--- src/hw/rtl/jvs_pkg.sv ---
// ----------------------------------------------------------------------------
// jvs_pkg
// Shared types, constants and helper functions of the JSON value skipper.
// ----------------------------------------------------------------------------
package jvs_pkg;

	localparam int MAX_DEPTH = 32;
	localparam int DEPTH_W   = $clog2(MAX_DEPTH + 1);
	localparam int IDX_W     = (MAX_DEPTH > 1) ? $clog2(MAX_DEPTH) : 1;

	typedef enum logic [3:0] {
		M_IDLE,
		M_FIRST,
		M_VALUE,
		M_NEXT,
		M_COLON,
		M_STR,
		M_ESC,
		M_LIT,
		M_INT,
		M_FRAC,
		M_ESIGN,
		M_EXP
	} mode_t;

	typedef enum logic [1:0] {
		K_ARRAY,
		K_KEY,
		K_VAL
	} kind_t;

	typedef enum logic [1:0] {
		ERR_NONE,
		ERR_BYTE,
		ERR_EOD,
		ERR_DEEP
	} err_t;

	localparam logic [1:0] LIT_TRUE  = 2'd0;
	localparam logic [1:0] LIT_FALSE = 2'd1;
	localparam logic [1:0] LIT_NULL  = 2'd2;

	localparam logic [7:0] CH_SP     = 8'h20;
	localparam logic [7:0] CH_TAB    = 8'h09;
	localparam logic [7:0] CH_LF     = 8'h0A;
	localparam logic [7:0] CH_CR     = 8'h0D;
	localparam logic [7:0] CH_QUOTE  = 8'h22;
	localparam logic [7:0] CH_BSLASH = 8'h5C;
	localparam logic [7:0] CH_LBRACK = 8'h5B;
	localparam logic [7:0] CH_RBRACK = 8'h5D;
	localparam logic [7:0] CH_LBRACE = 8'h7B;
	localparam logic [7:0] CH_RBRACE = 8'h7D;
	localparam logic [7:0] CH_COMMA  = 8'h2C;
	localparam logic [7:0] CH_COLON  = 8'h3A;
	localparam logic [7:0] CH_MINUS  = 8'h2D;
	localparam logic [7:0] CH_PLUS   = 8'h2B;
	localparam logic [7:0] CH_DOT    = 8'h2E;
	localparam logic [7:0] CH_0      = 8'h30;
	localparam logic [7:0] CH_9      = 8'h39;
	localparam logic [7:0] CH_LO_E   = 8'h65;
	localparam logic [7:0] CH_UP_E   = 8'h45;
	localparam logic [7:0] CH_LO_T   = 8'h74;
	localparam logic [7:0] CH_LO_F   = 8'h66;
	localparam logic [7:0] CH_LO_N   = 8'h6E;

	typedef struct packed {
		mode_t              mode;
		logic [1:0]         lit_word;
		logic [2:0]         lit_idx;
		logic [DEPTH_W-1:0] depth;
		err_t               err;
		kind_t              top;
	} pstate_t;

	localparam pstate_t PSTATE_RESET = '{
		mode:     M_IDLE,
		lit_word: 2'd0,
		lit_idx:  3'd0,
		depth:    '0,
		err:      ERR_NONE,
		top:      K_ARRAY
	};

	typedef struct packed {
		logic             we;
		logic [IDX_W-1:0] addr;
		kind_t            data;
	} stk_wr_t;

	typedef struct packed {
		logic       inside_value;
		logic [5:0] nest_depth;
		err_t       error_kind;
		logic       value_done;
	} result_t;

	function automatic logic is_num_mode(input mode_t m);
		return (m == M_INT) || (m == M_FRAC) || (m == M_ESIGN) || (m == M_EXP);
	endfunction

	// Expected byte of a literal at a given position.
	function automatic logic [7:0] lit_char(input logic [1:0] word, input logic [2:0] idx);
		logic [7:0] c;
		c = 8'h00;
		case (word)
			LIT_TRUE: begin
				case (idx)
					3'd0:    c = "t";
					3'd1:    c = "r";
					3'd2:    c = "u";
					3'd3:    c = "e";
					default: c = 8'h00;
				endcase
			end
			LIT_FALSE: begin
				case (idx)
					3'd0:    c = "f";
					3'd1:    c = "a";
					3'd2:    c = "l";
					3'd3:    c = "s";
					3'd4:    c = "e";
					default: c = 8'h00;
				endcase
			end
			LIT_NULL: begin
				case (idx)
					3'd0:    c = "n";
					3'd1:    c = "u";
					3'd2:    c = "l";
					3'd3:    c = "l";
					default: c = 8'h00;
				endcase
			end
			default: c = 8'h00;
		endcase
		return c;
	endfunction

	function automatic logic [2:0] lit_len(input logic [1:0] word);
		return (word == LIT_FALSE) ? 3'd5 : 3'd4;
	endfunction

endpackage

--- src/hw/rtl/jvs_stack.sv ---
// ----------------------------------------------------------------------------
// jvs_stack
// Container kind memory: one write port, one registered read port that
// prefetches the entry below the top for the next byte.
// ----------------------------------------------------------------------------
module jvs_stack
	import jvs_pkg::*;
(
	input  logic             clk,
	input  stk_wr_t          wr,
	input  logic             re,
	input  logic [IDX_W-1:0] raddr,
	output kind_t            rdata
);

	kind_t mem [MAX_DEPTH];

	always_ff @(posedge clk) begin
		if (wr.we) begin
			mem[wr.addr] <= wr.data;
		end
	end

	// The write address is always the new top, never the entry below it,
	// so the old contents are the right ones to read here.
	always_ff @(posedge clk) begin
		if (re) begin
			rdata <= mem[raddr];
		end
	end

endmodule

--- src/hw/rtl/jvs_step.sv ---
// ----------------------------------------------------------------------------
// jvs_step
// Per-byte parser update: next state, stack write and result for one byte.
// ----------------------------------------------------------------------------
module jvs_step
	import jvs_pkg::*;
(
	input  pstate_t    cur,
	input  kind_t      below,
	input  logic [7:0] data_byte,
	input  logic       end_of_data,
	output pstate_t    nxt_st,
	output stk_wr_t    wr,
	output result_t    res
);

	pstate_t            nxt;
	kind_t              top_eff;
	kind_t              top_nxt;
	kind_t              set_kind;
	kind_t              push_kind;
	mode_t              m1;
	logic [7:0]         close_ch;
	logic [DEPTH_W-1:0] depth_dec;
	logic [2:0]         idx_inc;
	logic               ws;
	logic               digit;
	logic               num_cont;
	logic               start_v;
	logic               close_v;
	logic               fin_v;
	logic               set_v;
	logic               bad;
	logic               done;

	always_comb begin
		nxt       = cur;
		wr        = '{we: 1'b0, addr: '0, data: K_ARRAY};
		done      = 1'b0;
		num_cont  = 1'b0;
		start_v   = 1'b0;
		close_v   = 1'b0;
		fin_v     = 1'b0;
		set_v     = 1'b0;
		bad       = 1'b0;
		set_kind  = K_ARRAY;
		push_kind = K_ARRAY;
		m1        = cur.mode;
		top_eff   = (cur.depth == '0) ? K_ARRAY : cur.top;
		close_ch  = (top_eff == K_ARRAY) ? CH_RBRACK : CH_RBRACE;
		ws        = data_byte inside {CH_SP, CH_TAB, CH_LF, CH_CR};
		digit     = data_byte inside {[CH_0:CH_9]};
		depth_dec = cur.depth - DEPTH_W'(1);
		idx_inc   = cur.lit_idx + 3'd1;
		top_nxt   = K_ARRAY;

		if (cur.err == ERR_NONE) begin
			// stay inside a number while the byte fits its syntax
			case (cur.mode)
				M_INT: begin
					if (digit) begin
						num_cont = 1'b1;
					end else if (data_byte == CH_DOT) begin
						num_cont = 1'b1;
						nxt.mode = M_FRAC;
					end else if (data_byte == CH_LO_E || data_byte == CH_UP_E) begin
						num_cont = 1'b1;
						nxt.mode = M_ESIGN;
					end
				end
				M_FRAC: begin
					if (digit) begin
						num_cont = 1'b1;
					end else if (data_byte == CH_LO_E || data_byte == CH_UP_E) begin
						num_cont = 1'b1;
						nxt.mode = M_ESIGN;
					end
				end
				M_ESIGN: begin
					if (digit || data_byte == CH_PLUS || data_byte == CH_MINUS) begin
						num_cont = 1'b1;
						nxt.mode = M_EXP;
					end
				end
				M_EXP: begin
					num_cont = digit;
				end
				default: ;
			endcase

			if (!num_cont) begin
				// a number ended: complete it, then handle the byte again
				if (is_num_mode(cur.mode)) begin
					if (cur.depth == '0) begin
						m1   = M_IDLE;
						done = 1'b1;
					end else begin
						m1 = (top_eff == K_KEY) ? M_COLON : M_NEXT;
					end
				end
				nxt.mode = m1;

				case (m1)
					M_IDLE, M_VALUE: begin
						start_v = !ws;
					end
					M_FIRST: begin
						if (!ws) begin
							if (data_byte == close_ch) close_v = 1'b1;
							else                       start_v = 1'b1;
						end
					end
					M_NEXT: begin
						if (!ws) begin
							if (data_byte == close_ch) begin
								close_v = 1'b1;
							end else if (data_byte == CH_COMMA) begin
								if (top_eff != K_ARRAY) begin
									set_v    = 1'b1;
									set_kind = K_KEY;
								end
								nxt.mode = M_VALUE;
							end else begin
								bad = 1'b1;
							end
						end
					end
					M_COLON: begin
						if (!ws) begin
							if (data_byte == CH_COLON) begin
								set_v    = 1'b1;
								set_kind = K_VAL;
								nxt.mode = M_VALUE;
							end else begin
								bad = 1'b1;
							end
						end
					end
					M_STR: begin
						if (data_byte == CH_BSLASH)     nxt.mode = M_ESC;
						else if (data_byte == CH_QUOTE) fin_v = 1'b1;
					end
					M_ESC: begin
						nxt.mode = M_STR;
					end
					M_LIT: begin
						if (cur.lit_word > LIT_NULL || cur.lit_idx >= 3'd5 ||
						    data_byte != lit_char(cur.lit_word, cur.lit_idx)) begin
							bad = 1'b1;
						end else begin
							nxt.lit_idx = idx_inc;
							fin_v       = (idx_inc >= lit_len(cur.lit_word));
						end
					end
					default: begin
						bad = 1'b1;
					end
				endcase

				if (start_v) begin
					if (data_byte == CH_QUOTE) begin
						nxt.mode = M_STR;
					end else if (data_byte == CH_LBRACK || data_byte == CH_LBRACE) begin
						push_kind = (data_byte == CH_LBRACK) ? K_ARRAY : K_KEY;
						if (cur.depth >= DEPTH_W'(MAX_DEPTH)) begin
							nxt.err = ERR_DEEP;
						end else begin
							wr.we     = 1'b1;
							wr.addr   = cur.depth[IDX_W-1:0];
							wr.data   = push_kind;
							nxt.depth = cur.depth + DEPTH_W'(1);
							nxt.top   = push_kind;
							nxt.mode  = M_FIRST;
						end
					end else if (data_byte == CH_LO_T || data_byte == CH_LO_F ||
					             data_byte == CH_LO_N) begin
						nxt.lit_word = (data_byte == CH_LO_T) ? LIT_TRUE :
						               (data_byte == CH_LO_F) ? LIT_FALSE : LIT_NULL;
						nxt.lit_idx  = 3'd1;
						nxt.mode     = M_LIT;
					end else if (digit || data_byte == CH_MINUS) begin
						nxt.mode = M_INT;
					end else begin
						bad = 1'b1;
					end
				end

				if (close_v) begin
					if (cur.depth == '0) begin
						bad = 1'b1;
					end else begin
						nxt.depth = depth_dec;
						if (depth_dec == '0) begin
							nxt.mode = M_IDLE;
							done     = 1'b1;
						end else begin
							nxt.top  = below;
							nxt.mode = (below == K_KEY) ? M_COLON : M_NEXT;
						end
					end
				end

				if (fin_v) begin
					if (cur.depth == '0) begin
						nxt.mode = M_IDLE;
						done     = 1'b1;
					end else begin
						nxt.mode = (top_eff == K_KEY) ? M_COLON : M_NEXT;
					end
				end

				if (set_v && cur.depth != '0) begin
					wr.we   = 1'b1;
					wr.addr = depth_dec[IDX_W-1:0];
					wr.data = set_kind;
					nxt.top = set_kind;
				end

				if (bad) begin
					nxt.err = ERR_BYTE;
				end
			end
		end

		// end of buffer: close an open number, then flag an open value
		if (end_of_data && nxt.err == ERR_NONE) begin
			top_nxt = (nxt.depth == '0) ? K_ARRAY : nxt.top;
			if (is_num_mode(nxt.mode)) begin
				if (nxt.depth == '0) begin
					nxt.mode = M_IDLE;
					done     = 1'b1;
				end else begin
					nxt.mode = (top_nxt == K_KEY) ? M_COLON : M_NEXT;
				end
			end
			if (nxt.mode != M_IDLE) begin
				nxt.err = ERR_EOD;
			end
		end

		res.value_done   = done;
		res.error_kind   = nxt.err;
		res.nest_depth   = 6'(nxt.depth);
		res.inside_value = (nxt.mode != M_IDLE);

		nxt_st = end_of_data ? PSTATE_RESET : nxt;
	end

endmodule

--- src/hw/rtl/json_value_skipper_top.sv ---
// ----------------------------------------------------------------------------
// json_value_skipper_top
// Streaming JSON value skipper: one byte in, one status result out.
// ----------------------------------------------------------------------------
// Path from byte acceptance to result valid: the input register, then the
// parser update into the result register.
// Throughput: one byte per cycle while the result register is free or m_tready
// is high; the parser state and the stack update together for each byte.
// Reset: arst_n clears the parser state and both valid flags at once; the
// container stack holds no reset value and needs no clearing pass.
module json_value_skipper_top
	import jvs_pkg::*;
(
	input  logic        clk,
	input  logic        arst_n,
	input  logic        s_tvalid,
	output logic        s_tready,
	input  logic [7:0]  s_tdata,   // [7:0] data_byte
	input  logic        s_tlast,   // end_of_data
	output logic        m_tvalid,
	input  logic        m_tready,
	output logic [15:0] m_tdata    // [0] value_done, [2:1] error_kind,
	                               // [8:3] nest_depth, [9] inside_value
);

	logic               valid_s1;
	logic [7:0]         byte_s1;
	logic               eod_s1;
	logic               out_valid_q;
	result_t            res_q;
	result_t            res_d;
	pstate_t            state_q;
	pstate_t            state_d;
	stk_wr_t            wr_d;
	stk_wr_t            wr_gated;
	kind_t              below;
	logic [DEPTH_W-1:0] below_addr;
	logic               advance;

	assign advance  = valid_s1 && (!out_valid_q || m_tready);
	assign s_tready = !valid_s1 || advance;

	always_ff @(posedge clk or negedge arst_n) begin
		if (!arst_n) begin
			valid_s1 <= 1'b0;
		end else if (s_tvalid && s_tready) begin
			valid_s1 <= 1'b1;
		end else if (advance) begin
			valid_s1 <= 1'b0;
		end
	end

	always_ff @(posedge clk) begin
		if (s_tvalid && s_tready) begin
			byte_s1 <= s_tdata;
			eod_s1  <= s_tlast;
		end
	end

	jvs_step u_step (
		.cur         (state_q),
		.below       (below),
		.data_byte   (byte_s1),
		.end_of_data (eod_s1),
		.nxt_st      (state_d),
		.wr          (wr_d),
		.res         (res_d)
	);

	// prefetch the entry below the next top
	assign below_addr = state_d.depth - DEPTH_W'(2);

	always_comb begin
		wr_gated    = wr_d;
		wr_gated.we = wr_d.we && advance;
	end

	jvs_stack u_stack (
		.clk   (clk),
		.wr    (wr_gated),
		.re    (advance),
		.raddr (below_addr[IDX_W-1:0]),
		.rdata (below)
	);

	always_ff @(posedge clk or negedge arst_n) begin
		if (!arst_n) begin
			state_q <= PSTATE_RESET;
		end else if (advance) begin
			state_q <= state_d;
		end
	end

	always_ff @(posedge clk or negedge arst_n) begin
		if (!arst_n) begin
			out_valid_q <= 1'b0;
		end else if (advance) begin
			out_valid_q <= 1'b1;
		end else if (m_tready) begin
			out_valid_q <= 1'b0;
		end
	end

	always_ff @(posedge clk) begin
		if (advance) begin
			res_q <= res_d;
		end
	end

	assign m_tvalid = out_valid_q;
	assign m_tdata  = {6'd0, res_q};

	a_depth_bound: assert property (@(posedge clk) disable iff (!arst_n)
		state_q.depth <= DEPTH_W'(MAX_DEPTH))
		else $error("nesting depth beyond stack size");

	a_error_freeze: assert property (@(posedge clk) disable iff (!arst_n)
		(state_q.err != ERR_NONE && advance && !eod_s1) |=>
		(state_q.err == $past(state_q.err) && state_q.depth == $past(state_q.depth) &&
		 state_q.mode == $past(state_q.mode)))
		else $error("parser state moved while an error was latched");

	a_eod_reset: assert property (@(posedge clk) disable iff (!arst_n)
		(advance && eod_s1) |=>
		(state_q.mode == M_IDLE && state_q.depth == '0 && state_q.err == ERR_NONE))
		else $error("parser state not cleared after end of data");

	// a number closed by an opening bracket completes at depth 0 and opens depth 1
	a_done_idle: assert property (@(posedge clk) disable iff (!arst_n)
		(advance && res_d.value_done && res_d.error_kind == ERR_NONE) |->
		(res_d.nest_depth <= 6'd1))
		else $error("value completion reported inside a container");

endmodule
--- config.mk ---
export PLATFORM = sky130hd
export DESIGN_NAME = json_value_skipper_top
export DESIGN_NICKNAME = d
export VERILOG_FILES = /design/src/hw/rtl/jvs_pkg.sv /design/src/hw/rtl/jvs_stack.sv /design/src/hw/rtl/jvs_step.sv /design/src/hw/rtl/json_value_skipper_top.sv
export SDC_FILE = /design/constraint.sdc
export NUM_CORES = 1
export LEC_CHECK = 0
export BUFFER_PORTS_ARGS = -buffer_cell sky130_fd_sc_hd__buf_2
export CORE_ASPECT_RATIO = 2
export CORE_MARGIN = 5
export CORE_UTILIZATION = 50
export DETAILED_ROUTE_END_ITERATION = 12
export GPL_TIMING_DRIVEN = 0
export PLACE_DENSITY = 0.73
export SYNTH_ARGS = -nofsm -noshare
export SYNTH_HDL_FRONTEND = slang
export SYNTH_SLANG_ARGS = --single-unit
--- constraint.sdc ---
create_clock -name clk -period 13.54 [get_ports clk]
set_input_delay 1.354 -clock clk [delete_from_list [all_inputs] [get_ports clk]]
set_output_delay 1.354 -clock clk [all_outputs]
set_load 0.1 [all_outputs]
==> results.py, run 1 <==
metrics = {
    "sta": {
        "relSlewSlack_pct": 26.8,
        "finalCritPeriodShare_pct": 44.6,
        "worst_pin_slew_ps": 1100,
        "max_freq_mhz": 165,
        "finalMaxSlewViolations": 0,
        "hold_violations": 0,
        "setup_viol": 0,
        "clock_skew_ps": 11.1,
        "rsz0062_at_grt": "no",
        "period_minus_slack_ps": 6040,
        "finalSetupTns_ps": 0,
    },
    "critical_path": {
        "critPathLaunchType": "flop",
        "reg2reg_slack_ps": 7500,
        "critPathMaxFanout": 10,
        "crit_chain": "clkbuf_1 -> clkbuf_1 -> inv_1 -> ha_1 -> nor3b_4 -> a31oi_1 -> clkbuf_1 -> nor2_1 -> o31a_1 -> a41oi_1 -> buf_2 -> inv_1 -> ha_1 -> clkbuf_1 -> a221oi_1 -> a31oi_1 -> mux2_2 -> a21oi_1 -> o22ai_1",
        "slowest_delay_ps": 460,
        "cp_slowest_cell": "dfrtp_1",
        "critical_path_class": "flop to flop",
        "cp-end-kind": "flop",
        "critPathArrivalTime_ps": 6130,
        "critPathRequiredTime_ps": 13620,
        "critPathMostFrequentCell": "clkbuf_1",
    },
    "drt": {
        "drt-total-wl_mm": 21.3,
        "routed_via_density": 6.62,
        "firstDrtPassIters": 10,
        "detail-route-antenna-nets": 0,
        "vias": 5803,
        "drc_errors": 2,
        "first_iter_violations": 483,
        "wl_per_cell_um": 24.3,
    },
    "final_layout": {
        "multi_input_comb_area_um2": 3250,
        "final_layout_size_suffix_gt1_share_pct": 13.5,
        "area_growth_syn_to_layout_pct": 9.89,
        "ff_latch_area_um2": 3080,
        "fillers": 1180,
        "n_antenna_cell": 0,
        "final_nets": 744,
    },
    "power_and_ir_drop": {
        "power.total_uw": 880,
        "powerDensity_nw_per_um2": 121,
        "max-vdd-ir-drop_mv": 0.135,
        "power_leakage_nw": 2.65,
    },
    "synthesis": {
        "yosysSeqAreaShare_pct": 46.5,
        "synth_xor_area_share_pct": 0.927,
        "yosys_most_used_dff": "edfxtp_1",
        "synth-warning-count": 0,
        "synthArstFlopShare_pct": 19.8,
        "yosys.area_share.simple_pct": 23.8,
        "netlist_area_um2": 6610,
        "synth_top_area_share_pct": 38.6,
        "synth_top_family_by_area": "simple AND/OR/NAND/NOR gates",
        "synth_edf_count": 85,
        "synthAdderAreaFrac_pct": 2.08,
        "ys_ff_latch": 106,
        "postSynthCellCount": 679,
        "synth_area_leaders": "edfxtp_1 (39%), dfrtp_1 (7.9%), nand2_1 (4.2%)",
        "muxShareOfSynthArea_pct": 3.76,
        "synth_area_leader_cell": "edfxtp_1",
        "synth_cell_types": 94,
        "synth.avg_cell_area_um2": 9.74,
        "synth_compound_area_share_pct": 18.2,
    },
    "grt": {
        "grt_max_degree": 33,
        "grt_first_pass_wirelength_mm": 32.8,
        "grtUsageTotal_pct": 27.0,
        "grt.overflow.total": 0,
        "grt_antenna_before_repair": 0,
        "grt_pass1_vias": 6153,
    },
    "cts": {
        "root_buffer": "clkbuf_16",
        "insertion_delay_ps": 360,
        "cts.path.max_buffers": 2,
        "numClockSinks": 106,
        "cts_tree": "done",
        "cts_htree_levels": 3,
        "cts_made_buffers": 9,
        "ctsResizeCount": 0,
        "cts_post_setup_buffers_inserted": 0,
        "clk_pin_slew_ps": 80,
        "hold_buffers": 0,
    },
    "placement": {
        "portBuffers": 24,
        "dp_hpwl_mm": 16.4,
        "gp_congestion": 1.05,
    },
    "outcome": {
        "outcome": "finished, violations left",
        "failed_checks": "DRC",
    },
    "floorplanning": {
        "chipHeight_um": 173,
        "start_util_pct": 50.9,
        "dieArea_um2": 15800,
        "core_um2": 13000,
        "dieWidth_um": 91.3,
        "rows": 59,
        "pin_count": 31,
    },
    "worst_hold_path": {
        "holdCritPathClass": "flop to flop",
    },
    "run": {
        "maxCapViolations": 0,
    },
}
-- metal layers --
layer	routed length (um)	vias to the layer above	global-route usage (%)	part of all wire (%)
met5	0	-	0	0
met4	2140	0	23.8	10
met3	945	132	4.30	4.4
met2	11800	271	51.0	55
met1	6420	2780	23.1	30
li1	-	2620	-	-
-- where the power goes --
group          internal, mW  switching (mW)  leakage (nW)
logic                0.0626           0.164          1.37
registers             0.363         0.00957          1.13
clock network         0.147           0.133         0.152
-- layout make-up --
class,count,share of cell area [%]
Multi-Input combinational cell,512,44.8
Sequential cell,106,42.3
Clock buffer,9,3.10
Buffer,44,2.98
Tap cell,152,2.62
Timing Repair Buffer,25,1.76
Inverter,22,1.24
Clock inverter,7,1.21
-- path summary, 6_finish.rpt --
path,start,end,cells past startpoint
worst max-delay path,state_q[4]$_DFFE_PN0P_,u_stack.rdata[0]$_DFFE_PP_,19
worst min register to register,valid_s1$_DFFE_PN0P_,m_tvalid$_DFFE_PN0P_,1
max in group asynchronous,arst_n,state_q[17]$_DFFE_PN0P_,1
worst min-delay path,valid_s1$_DFFE_PN0P_,m_tvalid$_DFFE_PN0P_,1
worst max register to register,state_q[4]$_DFFE_PN0P_,u_stack.rdata[0]$_DFFE_PP_,19
min in group asynchronous,arst_n,m_tvalid$_DFFE_PN0P_,1
-- cells by family (layout without fill, tap and decap cells) --
family	Yosys count	count (layout)
xor+xnor	7	7
flops	106	106
other cells	1	6
fa+ha+maj	11	11
simple gates	293	293
mux	17	17
compound gates	178	178
buf+inv	66	107
-- critical path, delay by kind of cell, from the launching register on --
| kind | cells | cell delay, ps |
|---|---|---|
| AND/OR/NAND/NOR | 2 | 480 |
| AO/OA/AOI/OAI | 7 | 1800 |
| buffers and inverters | 7 | 2080 |
| adder cells (fa/ha/maj) | 2 | 670 |
| flip-flops | 1 | 460 |
| multiplexers | 1 | 300 |
-- synth_stat cells (8+ instances only) --
cell and number:
and2_1 10, nor2_1 72, edfxtp_1 85, nand2_1 74, nor2b_1 8, nor3_1 22, ha_1 11, a21oi_1 41
inv_1 21, o21ai_0 38, nand2b_1 12, nor3b_1 8, mux2i_1 8, clkbuf_1 27, a31oi_1 16, nand3_1 16
or3_1 12, dfrtp_1 21
-- placed cells by master (no fill, tap or decap), types with 4 or more instances in the layout --
master     Yosys  routed
o21ai_0       38      38
nor2b_1        8       8
nand2_1       74      74
conb_1         1       6
nand2b_1      12      12
o22ai_1        5       5
a32oi_1        4       4
a221oi_1       5       5
mux4_2         4       4
xnor2_1        5       5
dfrtp_1       21      21
nand3_1       16      16
edfxtp_1      85      85
and3_1         4       4
nor2_1        72      72
nand4_1        7       7
nor3_1        22      21
nand3b_1       7       7
a21o_1         4       4
buf_2          7      31
or2_2          6       6
a22oi_1        4       4
mux2i_1        8       8
o31ai_1        5       5
or3_1         12      12
buf_4          7       8
a31oi_1       16      16
clkbuf_16      0       9
o211ai_1       6       6
ha_1          11      11
inv_1         21      21
a21oi_1       41      41
and2_1        10      10
a31o_2         5       5
nand4b_1       5       5
nor3b_1        8       8
clkbuf_1      27      27
-- registers in the layout, indices dropped and copies added, names as in the netlist --
signal	count
eod_s1	1
byte_s1	8
m_tdata	10
state_q	19
u_stack.rdata	2
valid_s1	1
m_tvalid	1
u_stack.mem	64
-- metrics by stage --
step / cell area, um2 / hold slack, ps / utilization, % / std cells / setup WS, ps
after detailed placement: 6960 / 485 / 53.5 / 861 / 7760
after CTS: 7270 / 508 / 55.9 / 877 / 7740
after global routing: 7270 / 525 / 55.9 / 877 / 7200
after global placement: 6940 / 473 / 53.4 / 860 / 7720
final: 7270 / 508 / 55.9 / 877 / 7500
after floorplan: 6630 / 457 / - / 684 / 8990
No activity file was read; power rests on OpenSTA's default activity.
==> run 2, diff against run 1 <==
clock period = 5.9 ns   (was 13.54 ns; I/O delays follow)
==> results.py, run 2 (synthesis gave the netlist of run 1 again) <==
metrics = {
    "outcome": {
        "outcome": "complete, no violations",
    },
    "placement": {
        "dp.cells": 861,
        "dp_hpwl_mm": 16.4,
        "portBuffers": 24,
        "gp_congestion": 1.05,
        "place_ws_ps": 121,
    },
    "cts": {
        "ctsResizeCount": 0,
        "root_buffer": "clkbuf_16",
        "numClockSinks": 106,
        "cts_made_buffers": 9,
        "clk_pin_slew_ps": 80,
        "hold_buffers": 0,
        "insertion_delay_ps": 360,
        "cts_tree": "done",
        "cts.path.max_buffers": 2,
        "cts_post_setup_buffers_inserted": 0,
        "cts_htree_levels": 3,
    },
    "drt": {
        "drc_errors": 0,
        "routed_via_density": 6.61,
        "detail-route-antenna-nets": 0,
        "first_iter_violations": 421,
        "vias": 5791,
        "firstDrtPassIters": 8,
        "drt-total-wl_mm": 21.3,
        "wl_per_cell_um": 24.3,
    },
    "sta": {
        "finalCritPeriodShare_pct": 91.7,
        "finalSetupTns_ps": 0,
        "max_freq_mhz": 185,
        "timing.final.ws_setup_ps": 488,
        "finalMaxSlewViolations": 0,
        "relSlewSlack_pct": 27.7,
        "period_minus_slack_ps": 5410,
        "clock_skew_ps": 11.2,
        "setup_viol": 0,
        "hold_violations": 0,
        "whs_ps": 230,
        "rsz0062_at_grt": "no",
        "worst_pin_slew_ps": 1080,
    },
    "floorplanning": {
        "dieWidth_um": 91.3,
        "rows": 59,
        "chipHeight_um": 173,
        "dieArea_um2": 15800,
        "start_util_pct": 50.9,
        "pin_count": 31,
        "core_um2": 13000,
    },
    "final_layout": {
        "fillers": 1178,
        "most-common-layout-cells": "edfxtp_1 (85), nand2_1 (74), nor2_1 (71)",
        "area_growth_syn_to_layout_pct": 10.1,
        "final_layout_size_suffix_gt1_share_pct": 14.2,
        "final_nets": 743,
        "top_register": "u_stack.mem",
        "n_antenna_cell": 0,
        "largest_register_ffs": 64,
        "final_common_cell": "edfxtp_1",
        "instances_no_fill": 876,
    },
    "grt": {
        "grt_antenna_before_repair": 0,
        "grtUsageTotal_pct": 27.0,
        "grt_use_met2_pct": 51.0,
        "grtUsageMet3_pct": 4.30,
        "grt_max_degree": 33,
        "grt.overflow.total": 0,
        "grt_first_pass_wirelength_mm": 32.8,
        "busiest_layer": "met2",
        "met1_usage_pct": 23.1,
        "grt_pass1_vias": 6153,
    },
    "critical_path": {
        "slowest_delay_ps": 510,
        "cp_slowest_cell": "or3b_1",
        "reg2reg_slack_ps": 490,
        "crit_chain": "clkbuf_2 -> inv_1 -> ha_1 -> or3b_1 -> nor2_4 -> or3_1 -> clkbuf_1 -> nand3_1 -> o31a_1 -> a41oi_1 -> buf_2 -> inv_1 -> ha_1 -> clkbuf_1 -> a221oi_1 -> a31oi_1 -> mux2_2 -> a21oi_1 -> o22ai_1",
        "path_buf_inv": 6,
        "startpoint": "state_q[4]$_DFFE_PN0P_",
        "rr_startpoint": "state_q[4]$_DFFE_PN0P_",
        "crit_family": "buffers and inverters",
        "r2r-end": "u_stack.rdata[0]$_DFFE_PP_",
        "r2r_cells": 19,
        "critPathArrivalTime_ps": 5500,
        "cp-end-kind": "flop",
        "critical_path_class": "flop to flop",
        "critPathLaunchType": "flop",
        "critPathMaxFanout": 19,
        "critPathRequiredTime_ps": 5980,
    },
    "worst_hold_path": {
        "holdCritPathClass": "primary input to asynchronous set/reset pin",
    },
    "power_and_ir_drop": {
        "power.total_mw": 2.02,
        "power_leakage_nw": 2.66,
        "powerDensity_nw_per_um2": 277,
        "max-vdd-ir-drop_mv": 0.309,
    },
    "run": {
        "maxCapViolations": 0,
    },
}
run 2: changes by cell type in the layout (fill, tap and decap cells not counted):
cell      change
nor2_1        -1
nor2_2        +1
nor3_1        -1
a31oi_1       -1
nor3_2        +1
clkbuf_2      +2
a31oi_2       +1
clkbuf_1      -3
run 2: metrics by stage:
stage	area, um2	utilization (%)
after detailed placement	6960	53.5
after global placement	6940	53.4
after global routing	7280	56.0
after CTS	7270	55.9
after floorplan	6630	-
final	7280	56.0
run 2: final cells by class:
type | instances | area [um2] | area share [%]
Timing Repair Buffer | 25 | 128 | 1.75
Inverter | 22 | 90.1 | 1.24
Clock inverter | 7 | 87.6 | 1.20
Clock buffer | 9 | 225 | 3.09
Multi-Input combinational cell | 512 | 3270 | 44.9
Buffer | 43 | 215 | 2.96
Tap cell | 152 | 190 | 2.61
Sequential cell | 106 | 3080 | 42.3
run 2: where the power goes:
part | internal, mW | switching [mW] | leakage, nW
sequential | 0.833 | 0.0218 | 1.13
clock | 0.338 | 0.306 | 0.152
combinational | 0.144 | 0.377 | 1.37
run 2: layer usage:
layer  vias up  wire length (um)
met5         -                 0
li1       2617                 -
met2       255             11500
met1      2781              6510
met3       138               917
met4         0              2310
run 2: how the worst max path moves through the flow:
| stage | endpoint | cells past startpoint |
|---|---|---|
| detailed placement | u_stack.rdata[0]$_DFFE_PP_ | 19 |
| global placement | u_stack.rdata[0]$_DFFE_PP_ | 19 |
| finish | u_stack.rdata[0]$_DFFE_PP_ | 19 |
| CTS | u_stack.rdata[0]$_DFFE_PP_ | 19 |
| floorplan | u_stack.rdata[0]$_DFFE_PP_ | 19 |
| global route | u_stack.rdata[0]$_DFFE_PP_ | 19 |
run 2: worst register-to-register path, cell delays in order (launching register included):
cell and delay [ps]:
dfrtp_1 450, clkbuf_2 280, inv_1 160, ha_1 340, or3b_1 520, nor2_4 250, or3_1 150, clkbuf_1 330
nand3_1 130, o31a_1 130, a41oi_1 370, buf_2 320, inv_1 170, ha_1 330, clkbuf_1 270, a221oi_1 280
a31oi_1 80, mux2_2 300, a21oi_1 190, o22ai_1 100
==> run 3, diff against run 2 <==
ABC_AREA = 1   (was default)
CORE_MARGIN = 2   (was 5)
CTS_BUF_LIST = sky130_fd_sc_hd__clkbuf_4 sky130_fd_sc_hd__clkbuf_8   (was default)
==> results.py, run 3 <==
metrics = {
    "cts": {
        "cts_htree_levels": 3,
        "hold_buffers": 0,
        "root_buffer": "clkbuf_8",
        "insertion_delay_ps": 400,
        "ctsResizeCount": 0,
        "cts_made_buffers": 9,
        "cts_post_setup_buffers_inserted": 0,
        "clk_pin_slew_ps": 120,
        "cts_tree": "done",
        "numClockSinks": 106,
        "cts.path.max_buffers": 2,
    },
    "power_and_ir_drop": {
        "power.total_mw": 2.82,
        "power_leakage_nw": 3.41,
        "max-vdd-ir-drop_mv": 0.292,
        "powerDensity_nw_per_um2": 371,
    },
    "synthesis": {
        "netlist_area_um2": 7040,
        "synth_common_cells": "nand2_1 (234), nand3_1 (139), edfxtp_1 (85), nor2_1 (85), inv_1 (72)",
        "synth.most_common_cell": "nand2_1",
        "yosys_most_used_dff": "edfxtp_1",
        "synth_top_area_share_pct": 36.3,
        "synth_edf_count": 85,
        "yosysSeqAreaShare_pct": 43.7,
        "synth-warning-count": 0,
        "synthArstFlopShare_pct": 19.8,
        "ys_ff_latch": 106,
        "synth_area_leaders": "edfxtp_1 (36%), nand2_1 (12%), nand3_1 (9.9%)",
        "postSynthCellCount": 891,
        "synth_area_leader_cell": "edfxtp_1",
        "synth_cell_types": 52,
        "synth.avg_cell_area_um2": 7.90,
    },
    "final_layout": {
        "top_register": "u_stack.mem",
        "final_nets": 955,
        "fillers": 1370,
        "final_layout_size_suffix_gt1_share_pct": 16.5,
        "largest_register_ffs": 64,
        "final_common_cell": "nand2_1",
        "area_growth_syn_to_layout_pct": 8.19,
        "n_antenna_cell": 0,
        "most-common-layout-cells": "nand2_1 (234), nand3_1 (139), nor2_1 (85), edfxtp_1 (85), inv_1 (72)",
        "post-route-util_pct": 55.1,
        "ff_latch_area_um2": 3080,
        "multi_input_comb_area_um2": 3380,
    },
    "drt": {
        "vias": 6185,
        "firstDrtPassIters": 6,
        "drt-total-wl_mm": 20.9,
        "first_iter_violations": 359,
        "wl_per_cell_um": 18.6,
        "detail-route-antenna-nets": 0,
        "routed_via_density": 5.50,
        "drc_errors": 0,
    },
    "floorplanning": {
        "dieArea_um2": 15100,
        "start_util_pct": 51.0,
        "pin_count": 31,
        "core_um2": 13800,
        "rows": 61,
        "dieWidth_um": 87.9,
        "chipHeight_um": 172,
    },
    "sta": {
        "period_minus_slack_ps": 4510,
        "worst_pin_slew_ps": 1100,
        "finalSetupTns_ps": 0,
        "rsz0062_at_grt": "no",
        "max_freq_mhz": 222,
        "relSlewSlack_pct": 26.6,
        "clock_skew_ps": 17.8,
        "setup_viol": 0,
        "timing.final.ws_setup_ps": 1390,
        "finalMaxSlewViolations": 0,
        "finalCritPeriodShare_pct": 76.5,
        "hold_violations": 0,
    },
    "grt": {
        "grt_first_pass_wirelength_mm": 32.5,
        "grt.overflow.total": 0,
        "grt_max_degree": 33,
        "grtUsageTotal_pct": 29.4,
        "grt_antenna_before_repair": 0,
        "grt_pass1_vias": 6321,
    },
    "critical_path": {
        "slowest_delay_ps": 450,
        "crit_chain": "buf_2 -> inv_1 -> ha_1 -> nand3_2 -> buf_6 -> nand2_1 -> nand2_2 -> inv_2 -> nor2_2 -> nand3_1 -> nor3_2 -> inv_2 -> nand2_1 -> nand3_1 -> nand2_1 -> nand2_1 -> ha_1 -> buf_2 -> clkinv_1 -> nand3_1 -> nand3_1 -> nand3_1 -> nand2_1",
        "path_buf_inv": 7,
        "critical_path_class": "flop to flop",
        "critPathRequiredTime_ps": 6060,
        "cp-end-kind": "flop",
        "critPathArrivalTime_ps": 4670,
        "critPathLaunchType": "flop",
        "crit_family": "simple AND/OR/NAND/NOR gates",
        "cp_slowest_cell": "dfrtp_1",
        "critPathMaxFanout": 10,
    },
    "placement": {
        "portBuffers": 24,
        "place_ws_ps": 1470,
        "gp_congestion": 1.01,
        "dp_hpwl_mm": 16.4,
    },
    "outcome": {
        "outcome": "complete, no violations",
    },
    "run": {
        "maxCapViolations": 0,
    },
    "worst_hold_path": {
        "holdCritPathClass": "primary input to asynchronous set/reset pin",
    },
}
## run 3: cell types whose count changed after synthesis, sizes merged, moves of 11 or more
| cell | delta |
|---|---|
| nand2 | +187 |
| nand4 | +12 |
| nand3 | +133 |
| a21oi | -27 |
| nor2 | +31 |
| nand2b | -13 |
| clkbuf | -21 |
| a31oi | -11 |
| or3 | -13 |
| inv | +75 |
| nor3 | -12 |
## run 3: cells by family (layout without fill, tap and decap cells)
logic type      Yosys count  after routing  synth area share [%]
flops                   106            106                  43.7
other cells               1              6                0.0533
xor+xnor                  9              9                  1.33
buf+inv                 131            171                  8.59
fa+ha+maj                11             11                  1.96
simple gates            553            553                  37.9
compound gates           80             80                  6.42
## run 3: through the flow
step                std cells  instance area (um2)  hold WS [ps]
floorplan                 896                 7060           294
global placement         1109                 7410           511
detailed placement       1109                 7410           548
CTS                      1125                 7620           185
global route             1125                 7620           206
finish                   1125                 7620           182
## run 3: power breakdown
part	total (mW)	switching [mW]	internal, mW
logic	1.43	1.05	0.385
registers	0.926	0.0419	0.884
clock network	0.467	0.299	0.168
## run 3: worst paths after layout
kind / from / endpoint / slack (ps) / depth (start not counted)
min in group clk: s_tdata[0] / byte_s1[0]$_DFFE_PP_ / 360 / 1
max in group asynchronous: arst_n / state_q[14]$_DFFE_PN0P_ / 5290 / 1
min: arst_n / state_q[7]$_DFFE_PN0P_ / 180 / 1
max: state_q[4]$_DFFE_PN0P_ / u_stack.rdata[0]$_DFFE_PP_ / 1390 / 23
max reg2reg: state_q[4]$_DFFE_PN0P_ / u_stack.rdata[0]$_DFFE_PP_ / 1390 / 23
min reg2reg: m_tvalid$_DFFE_PN0P_ / m_tvalid$_DFFE_PN0P_ / 560 / 2
## run 3: routing by layer
layer / GRT usage, % / vias up / part of all wire [%]
met5: 0 / - / 0
met4: 24.1 / 0 / 9.7
met3: 3.98 / 99 / 3.3
met2: 56.2 / 179 / 56
met1: 25.7 / 2871 / 31
li1: - / 3036 / -
## run 3: layout make-up
cell class / count / area share (%)
sequential: 106 / 40.4
clock inverter: 7 / 1.02
multi-input combinational: 659 / 44.3
clock buffer: 9 / 1.63
timing repair buffer: 24 / 1.58
buffer: 32 / 3.02
inverter: 99 / 4.91
tap: 189 / 3.10
